[src/design/fasa_pkg.sv]
// fasa_pkg: shared types and constants of the frame aged slot allocator
// used by fasa_pick and frame_aged_slot_allocator, depends on nothing
`timescale 1ns / 1ps

package fasa_pkg;

  // default pool geometry
  localparam int DEF_SLOTS     = 1024;
  localparam int DEF_MAP_WORDS = 32;

  // register file
  localparam int CFG_IDX_W  = 1;
  localparam int CFG_DATA_W = 16;
  localparam logic [CFG_IDX_W-1:0] REG_CACHE_EN = 1'b0;
  localparam logic [CFG_IDX_W-1:0] REG_BASE     = 1'b1;
  localparam logic [15:0] BASE_RESET = 16'd2048;

  // position store reset pattern (largest finite float)
  localparam logic [31:0] POS_RESET = 32'h7F7F_FFFF;

  // map word layout: bit 31 is the lowest slot of a word
  localparam logic [31:0] MAP_MSB = 32'h8000_0000;

  // result status codes
  typedef enum logic [1:0] {
    ST_HIT     = 2'd0,
    ST_ALLOC   = 2'd1,
    ST_EXHAUST = 2'd2,
    ST_FRAME   = 2'd3
  } status_t;

  // sequencer states
  typedef enum logic [2:0] {
    S_CLEAR,
    S_IDLE,
    S_LOOK_RD,
    S_LOOK_CMP,
    S_SCAN_RD,
    S_SCAN_CHK,
    S_FRAME,
    S_EMIT
  } state_t;

  // result of the shared map word unit
  typedef struct packed {
    logic        found;
    logic [4:0]  lz;
    logic [31:0] cur_word;
  } pick_t;

endpackage

[src/design/fasa_pick.sv]
// fasa_pick: shared map word unit, ands the three age maps and finds the
// lowest free slot of the word (most significant set bit); uses fasa_pkg
`timescale 1ns / 1ps

module fasa_pick (
  input  logic [3:0][31:0]   words,
  input  logic [1:0]         phase,
  output fasa_pkg::pick_t    res
);
  import fasa_pkg::*;

  logic [31:0] cur_w;
  logic [31:0] prv_w;
  logic [31:0] ppv_w;
  logic [31:0] avail;

  // select current, previous and previous-previous map by frame phase
  assign cur_w = words[phase];
  assign prv_w = words[phase - 2'd1];
  assign ppv_w = words[phase - 2'd2];
  assign avail = cur_w & prv_w & ppv_w;

  // leading one search, highest set bit wins
  always_comb begin
    res.found    = |avail;
    res.lz       = '0;
    res.cur_word = cur_w;
    for (int i = 0; i < 32; i++) begin
      if (avail[i]) begin
        res.lz = 5'(31 - i);
      end
    end
  end

endmodule

[config.mk]
export PLATFORM = sky130hd
export DESIGN_NAME = fasa_pick
export DESIGN_NICKNAME = d
export VERILOG_FILES = /design/src/design/fasa_pkg.sv /design/src/design/fasa_pick.sv
export SDC_FILE = /design/constraint.sdc
export NUM_CORES = 1
export LEC_CHECK = 0
export BUFFER_PORTS_ARGS = -buffer_cell sky130_fd_sc_hd__buf_2
export CORE_UTILIZATION = 44
export DETAILED_ROUTE_END_ITERATION = 10
export MAX_ROUTING_LAYER = met4
export PLACE_DENSITY = 0.89
export SYNTH_ARGS = -nofsm -noshare
export SYNTH_HDL_FRONTEND = slang
export SYNTH_SLANG_ARGS = --single-unit
[constraint.sdc]
create_clock -name vclk -period 2.9
set_clock_uncertainty 0.05 [all_clocks]
set_input_delay 0.29 -clock vclk [all_inputs]
set_output_delay 0.29 -clock vclk [all_outputs]
set_load 0.02 [all_outputs]
==> results_dict.tcl <==
set metrics [dict create \
    finalCritPeriodShare_pct 96.09 \
    global_route.usage.met3_pct 1.557 \
    post-dp-hpwl_um 7198 \
    power_density_nw_per_um2 191.5 \
    grt_pass1_vias 3135 \
    gr-usage-met2_pct 51.98 \
    place_area_um2 3437 \
    register_area_um2 0 \
    dpl_worst_slack_ns 0.04830 \
    dp.cells 585 \
    fillers 479 \
    p_sw_share_pct 56.60 \
    worst_slack_ns 0.1133 \
    worstHoldStart "words[32]" \
    final-instance-count-excl-fill 585 \
    syn_to_final_growth_pct 42.29 \
    rsz0062_at_grt "false" \
    total_power_mw 0.6677 \
    synth_compound_area_share_pct 22.27 \
    vias 3562 \
    muxShareOfSynthArea_pct 35.70 \
    synthAdderAreaFrac_pct 0 \
    setup-violations-final 0 \
    synthSimpleGateAreaFrac_pct 36.06 \
    nClkBuffers 0 \
    synth_cells 352 \
    crit_path_max_fanout 23 \
    clockPowerShare_pct 0 \
    io_buffer_count 168 \
    syn_nets 482 \
    nFlopsAndLatches 0 \
    drt-initial-drc-count 139 \
    p_int_mw 0.2898 \
    synth_xor_area_share_pct 0 \
    syn_avg_cell_area_um2 6.960 \
    crit_path_frequent_cell "o22ai_1" \
    drv_slew 0 \
    final.min_clock_period_ns 2.787 \
    drive_above_1_share_pct 41.36 \
    hold_depth 4 \
    cp_slowest_cell "a22o_1" \
    required_ns 2.56 \
    switchingPower_mw 0.3779 \
    cts_hold_buf 0 \
    gp_congestion 0.8906 \
    tns_ns 0 \
    critPathArrivalTime_ns 2.45 \
    grt_pass1_wl_um 13720 \
    ys_warn_count 0 \
    wl_um 8822 \
    drt-wirelength-per-cell_um 15.08 \
    synth_area_um2 2450 \
    tightest_slew_ns 0.3453 \
    gr-usage-met1_pct 33.00 \
    cp-start-kind "input port" \
    synth_top_family_by_area "simple AND/OR/NAND/NOR gates" \
    ios 168 \
    start_util_pct 46.77 \
    hold_class "input port to output pin" \
    dr.pass1.iters 4 \
    synth_cell_types 49 \
    path_cells "buf_4 > buf_12 > mux2i_1 > o22ai_1 > a22o_1 > a221oi_4 > inv_1 > a2111o_1 > o22ai_1 > buf_2" \
    grt_usage_pct 28.16 \
    final_hold_viol_count 0 \
    grt.busiest_layer "met2" \
    die_h_um 76.62 \
    power_frac_seq_pct 0 \
    core-area_um2 5238 \
    power_frac_comb_pct 100.0 \
    drc 0 \
    status "finished, final reports clean" \
    layout_common_cells "buf_2, mux2i_1, nand2_1" \
    antenna_found_initial 0 \
    final_common_cell "buf_2" \
    drv_cap 0 \
    p_leak_nw 1.849 \
    cpPeakStageDelay_ns 0.33 \
    ir_drop_uv 116.3 \
    holdWs_ns 0.9748 \
    post-cts-setup-buffers 0 \
    dieArea_um2 5870 \
    timing.fmax_mhz 358.9 \
    nets 647 \
    slew_headroom_pct 76.76 \
    vias_per_cell 6.089 \
    stdcell_area_um2 3486 \
    fin_util_pct 66.56 \
    worstSetupEndpointType "output pin" \
    worstSetupPathType "input port to output pin" \
    min_to "res[0]" \
    rows 26 \
    postRouteAntennaNets 0 \
    grt_max_degree 39 \
    antennaDiodeCount 0 \
    overflow 0 \
    die_w_um 76.62 \
    yosysSeqAreaShare_pct 0 \
]
[layout make-up]
| class | count | area (µm²) | area share [%] |
|---|---|---|---|
| inverters | 6 | 22.52 | 0.6461 |
| multi-input cells | 324 | 2355 | 67.55 |
| repair buffers | 185 | 1021 | 29.29 |
| well taps | 70 | 87.58 | 2.513 |
[synthesized netlist by cell type (all sizes together), types with 4 or more instances]
cell,instances,area (µm²)
nand4,31,193.9
nand3,9,45.04
buf,10,78.82
nor2,15,56.30
and4,19,166.4
mux2,9,101.4
o22ai,23,143.9
clkbuf,12,45.04
and3,10,62.56
inv,6,22.52
nor2b,5,31.28
a21oi,29,171.4
nand2,55,206.5
nand2b,4,25.02
mux2i,75,750.7
[metal layers]
| layer | wire [µm] | share of wire, % |
|---|---|---|
| met1 | 3516 | 40 |
| met5 | 0 | 0 |
| met2 | 4650 | 53 |
| met4 | 199 | 2.3 |
| met3 | 454 | 5.1 |
[kinds of logic after synthesis]
kind of cell / count (synthesis)
AND/OR/NAND/NOR: 161
AO/OA/AOI/OAI: 78
multiplexers: 85
buffers and inverters: 28
[timing repair]
action | CTS | global route
hold endpoints to repair | 0 | 0
resized for setup | 0 | 9
setup endpoints to repair | 0 | 4
[worst max-delay path: cells and delay by family]
family          cells  cell delay [ns]
compound gates      5             1.17
buf+inv             4             0.69
mux                 1             0.27
[worst max-delay path by stage]
stage	start	to	slack, ns	cells after the start
2_1_floorplan	phase[1]	res[33]	0.44	10
3_3_place_gp	phase[1]	res[32]	0.15	10
3_5_place_dp	phase[1]	res[32]	0.05	10
4_1_cts	phase[1]	res[32]	0.04	10
5_1_grt	phase[1]	res[32]	0.005	10
6_report	phase[1]	res[33]	0.11	10
[power by group through the flow]
stage / logic [mW] / registers, mW / clock network [mW]
final: 0.668 / 0 / 0
after global routing: 0.719 / 0 / 0
after CTS: 0.647 / 0 / 0
after detailed placement: 0.643 / 0 / 0
after global placement: 0.627 / 0 / 0
after floorplan: 0.389 / 0 / 0
No activity file was read; power rests on OpenSTA's default activity.
