--- src/design/fasa_ram.sv ---
// fasa_ram: generic single write port ram with registered read
// no dependencies
`timescale 1ns / 1ps

module fasa_ram #(
  parameter int W = 32,
  parameter int D = 32
) (
  input  logic                                clk,
  input  logic                                we,
  input  logic [((D > 1) ? $clog2(D) : 1)-1:0] waddr,
  input  logic [W-1:0]                        wdata,
  input  logic [((D > 1) ? $clog2(D) : 1)-1:0] raddr,
  output logic [W-1:0]                        rdata
);

  logic [W-1:0] mem [D];

  // write port
  always_ff @(posedge clk) begin
    if (we) begin
      mem[waddr] <= wdata;
    end
  end

  // registered read port
  always_ff @(posedge clk) begin
    rdata <= mem[raddr];
  end

endmodule

--- config.mk ---
export PLATFORM = sky130hd
export DESIGN_NAME = fasa_ram
export DESIGN_NICKNAME = d
export VERILOG_FILES = /design/src/design/fasa_ram.sv
export SDC_FILE = /design/constraint.sdc
export NUM_CORES = 1
export LEC_CHECK = 0
export BUFFER_PORTS_ARGS = -buffer_cell sky130_fd_sc_hd__clkbuf_2
export CAP_MARGIN = 5
export CORE_ASPECT_RATIO = 0.5
export CORE_MARGIN = 5
export CORE_UTILIZATION = 59
export CTS_BUF_LIST = sky130_fd_sc_hd__clkbuf_8
export DETAILED_ROUTE_END_ITERATION = 16
export GPL_TIMING_DRIVEN = 1
export PLACE_DENSITY = 0.75
export SYNTH_ARGS = -nofsm -noshare
export SYNTH_HDL_FRONTEND = slang
export SYNTH_SLANG_ARGS = --single-unit
export TNS_END_PERCENT = 5
--- constraint.sdc ---
create_clock -name clk -period 2.53 [get_ports clk]
set_clock_uncertainty 0.1 [all_clocks]
set_input_delay 0 -clock clk [delete_from_list [all_inputs] [get_ports clk]]
set_output_delay 0 -clock clk [all_outputs]
set_load 0.05 [all_outputs]
==> metrics.csv <==
stage,metric,value,unit
clocking,clock root cell,sky130_fd_sc_hd__clkbuf_8,
global_route,global-route wire length before repair,142000,um
die,Floorplan Core Area,67500,um^2
place,Place WS,0.411,ns
global_route,maximum number of pins on one net before global-route repair,66,
die,starting utilization of the core area,60.0,%
global_route,remaining global-route overflow,0,
critical_path,endpoint of the worst register-to-register path,rdata[13],
clocking,source-to-sink clock delay at the later pin of the worst-skew pair,0.75,ns
hold_path,type of the most critical hold path,in2reg,
flow_run,Max-Cap Viols,0,
drt,average routed wire per standard cell,27.0,um
clocking,number of resized instances in the post-cts repair step,0,
critical_path,R2R Path Start,mem[19][13],
layout,share of cells above drive strength 1,16.1,%
critical_path,required time at the endpoint of the critical path,3.05,ns
critical_path,kind of launch point of the worst setup path,input port,
timing,final hold violations,0,
timing,final period demand of the worst path,2.55,ns
pwr,Clk network pwr share,36.3,%
critical_path,count of buffering cells on the critical path with inverters included,5,
hold_path,terminating pin of the worst hold path,rdata[19],
yosys,Yosys warning total,0,
yosys,register bit count reported by yosys,1056,
yosys,mean post-synth cell area,17.9,um^2
pwr,worst voltage drop across the vdd grid,0.000360,V
status,violations in the final reports,setup timing,
timing,share of the clock period used by the worst path,101,%
drt,detailed-route wire length,96000,um
critical_path,Register-to-Register Path Depth,6,
layout,Inserted Diodes,0,
critical_path,arrival time at the worst endpoint,3.07,ns
drt,number of routed nets with antenna violations,0,
die,vertical die dimension,195,um
pwr,total power divided by cell area,740,nW/um^2
pwr,sequential group share of total power,57.3,%
critical_path,element type at the critical path end,flip-flop,
clocking,Inserted Clock Buffers,144,
die,horizontal die dimension,380,um
global_route,GRT Overall Usage,25.7,%
critical_path,CP max-delay cell,sky130_fd_sc_hd__dlygate4sd3_1,
pwr,Leak Pwr,16.5,nW
hold_path,hold wc startpoint,raddr[0],
timing,worst-margin pin slew,0.689,ns
status,result of the run,"finished, violations left",
layout,"number of standard cells in the layout, taps in and fillers out",3553,
hold_path,depth of the worst hold-timing path,6,
critical_path,maximum fanout count along the critical path,37,
clocking,maximum level of the CTS H-tree,4,
die,floorplan die area,74300,um^2
pwr,internal power component,26.3,mW
global_route,vias in the first global route,21900,
place,Routability Congestion,0.790,
pwr,portion of total power attributed to combinational logic,6.3,%
yosys,number of instances in the synthesized netlist,2260,
clocking,CTS tree,built,
layout,area growth from synthesis to final layout,14.0,%
critical_path,R2R Setup Slk,0.33,ns
pwr,switching part of the total power,22.9,%
critical_path,type of the setup path with the least slack,in2reg,
layout,number of nets in the finished design,2581,
drt,first-pass iteration count of the detailed router,5,
timing,post-route setup slack,-0.0212,ns
timing,"Slew Viols, Final",0,
place,Detailed Place HPWL,52800,um
yosys,synthesized netlist net count,2304,
clocking,CTS sink cnt,1056,
place,count of input and output buffers,75,
critical_path,critical path's largest stage delay,0.79,ns
yosys,post-synthesis instance area,40500,um^2
drt,vias per std cell,6.25,
drt,total vias in the final route,22200,
pwr,switching pwr,7.82,mW
global_route,antenna violations before repair,0,
clocking,count of buffers added by post-CTS timing repair for setup,0,
die,standard-cell row count,67,
timing,setup violators final,1,
timing,setup repair after global routing missed its margin,false,
critical_path,cell family with the largest share of critical-path delay,buffers and inverters,
yosys,portion of the post-synthesis area used by sequential elements,77.5,%
timing,top achievable clock speed,392,MHz
place,number of cells in the design after placement,3227,
timing,worst relative slew slack,54.0,%
drt,remaining routing DRC violations,0,
yosys,"Distinct cells, synth",25,
drt,drt initial violations,2910,
die,number of ports placed on the die boundary,76,
critical_path,"critical path, cell by cell",dlygate4sd3_1 -> clkbuf_2 -> nor2_4 -> dlygate4sd3_1 -> buf_12 -> a22o_1 -> nor3_1 -> a31oi_1 -> nand3_1 -> dlygate4sd3_1,
clocking,register clock-pin slew on the reported worst setup and hold paths,0.06,ns
critical_path,cell occurring most often along the worst timing path,sky130_fd_sc_hd__dlygate4sd3_1,
clocking,number of buffers on the longest clock path,3,
-- state kept, by name (all words and copies together) (netlist names) --
name / count
mem: 1024
rdata: 32
-- power groups by stage --
stage	combinational (mW)	clock (mW)	sequential, mW
after CTS	2.15	12.5	19.6
after global placement	2.01	0	19.9
after floorplan	1.00	0	20.1
final	2.16	12.4	19.6
after global routing	2.28	13.5	19.6
after detailed placement	2.06	0	19.9
-- cell usage after synthesis --
master / count / share of area [%]
sky130_fd_sc_hd__dfxtp_1: 32 / 1.6
sky130_fd_sc_hd__nor2_1: 34 / 0.32
sky130_fd_sc_hd__and2_1: 1 / 0.015
sky130_fd_sc_hd__nor2b_1: 1 / 0.015
sky130_fd_sc_hd__mux2i_1: 512 / 13
sky130_fd_sc_hd__or3b_2: 3 / 0.065
sky130_fd_sc_hd__nand3b_1: 5 / 0.093
sky130_fd_sc_hd__edfxtp_1: 1024 / 76
sky130_fd_sc_hd__a22oi_1: 96 / 1.8
sky130_fd_sc_hd__or2_2: 1 / 0.015
sky130_fd_sc_hd__buf_1: 5 / 0.046
sky130_fd_sc_hd__nand3_1: 98 / 1.2
sky130_fd_sc_hd__clkbuf_1: 46 / 0.43
sky130_fd_sc_hd__clkbuf_4: 2 / 0.037
sky130_fd_sc_hd__a22o_1: 64 / 1.4
sky130_fd_sc_hd__or3_1: 1 / 0.015
sky130_fd_sc_hd__buf_2: 26 / 0.32
sky130_fd_sc_hd__a21oi_1: 96 / 1.2
sky130_fd_sc_hd__nor3_1: 32 / 0.40
sky130_fd_sc_hd__a31oi_1: 32 / 0.49
sky130_fd_sc_hd__buf_4: 33 / 0.61
sky130_fd_sc_hd__and2b_1: 1 / 0.019
sky130_fd_sc_hd__nand2b_1: 2 / 0.031
sky130_fd_sc_hd__nand2_1: 98 / 0.91
sky130_fd_sc_hd__buf_6: 15 / 0.42
-- cell usage in the layout, fill, tap and decap left out, drive strengths merged, types with 56 or more instances in the layout --
cell type / Yosys / final
a21oi: 96 / 96
nand2: 98 / 98
clkbuf: 48 / 238
inv: 0 / 56
buf: 79 / 123
nand3: 98 / 98
a22o: 64 / 64
a22oi: 96 / 96
dlygate4sd3: 0 / 61
mux2i: 512 / 512
edfxtp: 1024 / 1024
-- per-stage QoR --
step	total power [mW]	area, um^2	hold WS, ns	utilization [%]	TNS (ns)
floorplan	21.1	40500	-0.00113	-	-0.776
CTS	34.3	46100	0.00120	68.4	0
global route	35.3	46100	0.0404	68.4	0
finish	34.1	46100	0.0640	68.4	-0.0212
global placement	21.9	42800	0.402	63.4	0
detailed placement	22.0	42800	0.403	63.4	0
-- repair_timing --
action	4_1_cts	5_1_grt
hold buffers	62	0
setup endpoints to repair	0	1
endpoints found under the hold margin	1095	0
-- cell type report --
cell class | instances | area (um^2)
clock buffer | 164 | 2260
clock inverter | 101 | 498
fill | 4206 | 21300
multi-input combinational | 1077 | 8610
sequential | 1056 | 31400
tap | 897 | 1120
timing repair buffer | 258 | 2260
-- metal layers --
metal  track usage [%]  wire length [um]
met1              37.2             39700
met2              40.5             45100
met3              5.16              8890
met4              7.40              2400
met5                 0                 0
-- worst reg2reg max path, cell delays in order (launching register included) --
cell and delay [ns]:
sky130_fd_sc_hd__edfxtp_1 0.36, sky130_fd_sc_hd__mux2i_1 0.15, sky130_fd_sc_hd__a22oi_1 0.10, sky130_fd_sc_hd__dlygate4sd3_1 0.58, sky130_fd_sc_hd__a31oi_1 0.16, sky130_fd_sc_hd__dlygate4sd3_1 0.56, sky130_fd_sc_hd__nand3_1 0.06
-- logic make-up (layout without fill, tap and decap cells) --
| group | count (synthesis) | in the layout | share of synthesized area, % |
|---|---|---|---|
| buffers and inverters | 127 | 523 | 1.86 |
| DFF | 1056 | 1056 | 77.5 |
| muxes | 512 | 512 | 12.7 |
| and+or+nand+nor | 277 | 277 | 3.10 |
| AOI/OAI and AO/OA | 288 | 288 | 4.85 |
-- how the worst max path moves through the flow --
stage	startpoint	endpoint	cells past startpoint
floorplan	waddr[1]	mem[12][0]	3
global placement	raddr[0]	rdata[8]	8
detailed placement	raddr[0]	rdata[8]	8
CTS	raddr[2]	rdata[2]	10
global route	raddr[2]	rdata[2]	10
finish	raddr[2]	rdata[2]	10
Power figures use the tool's default switching activity.
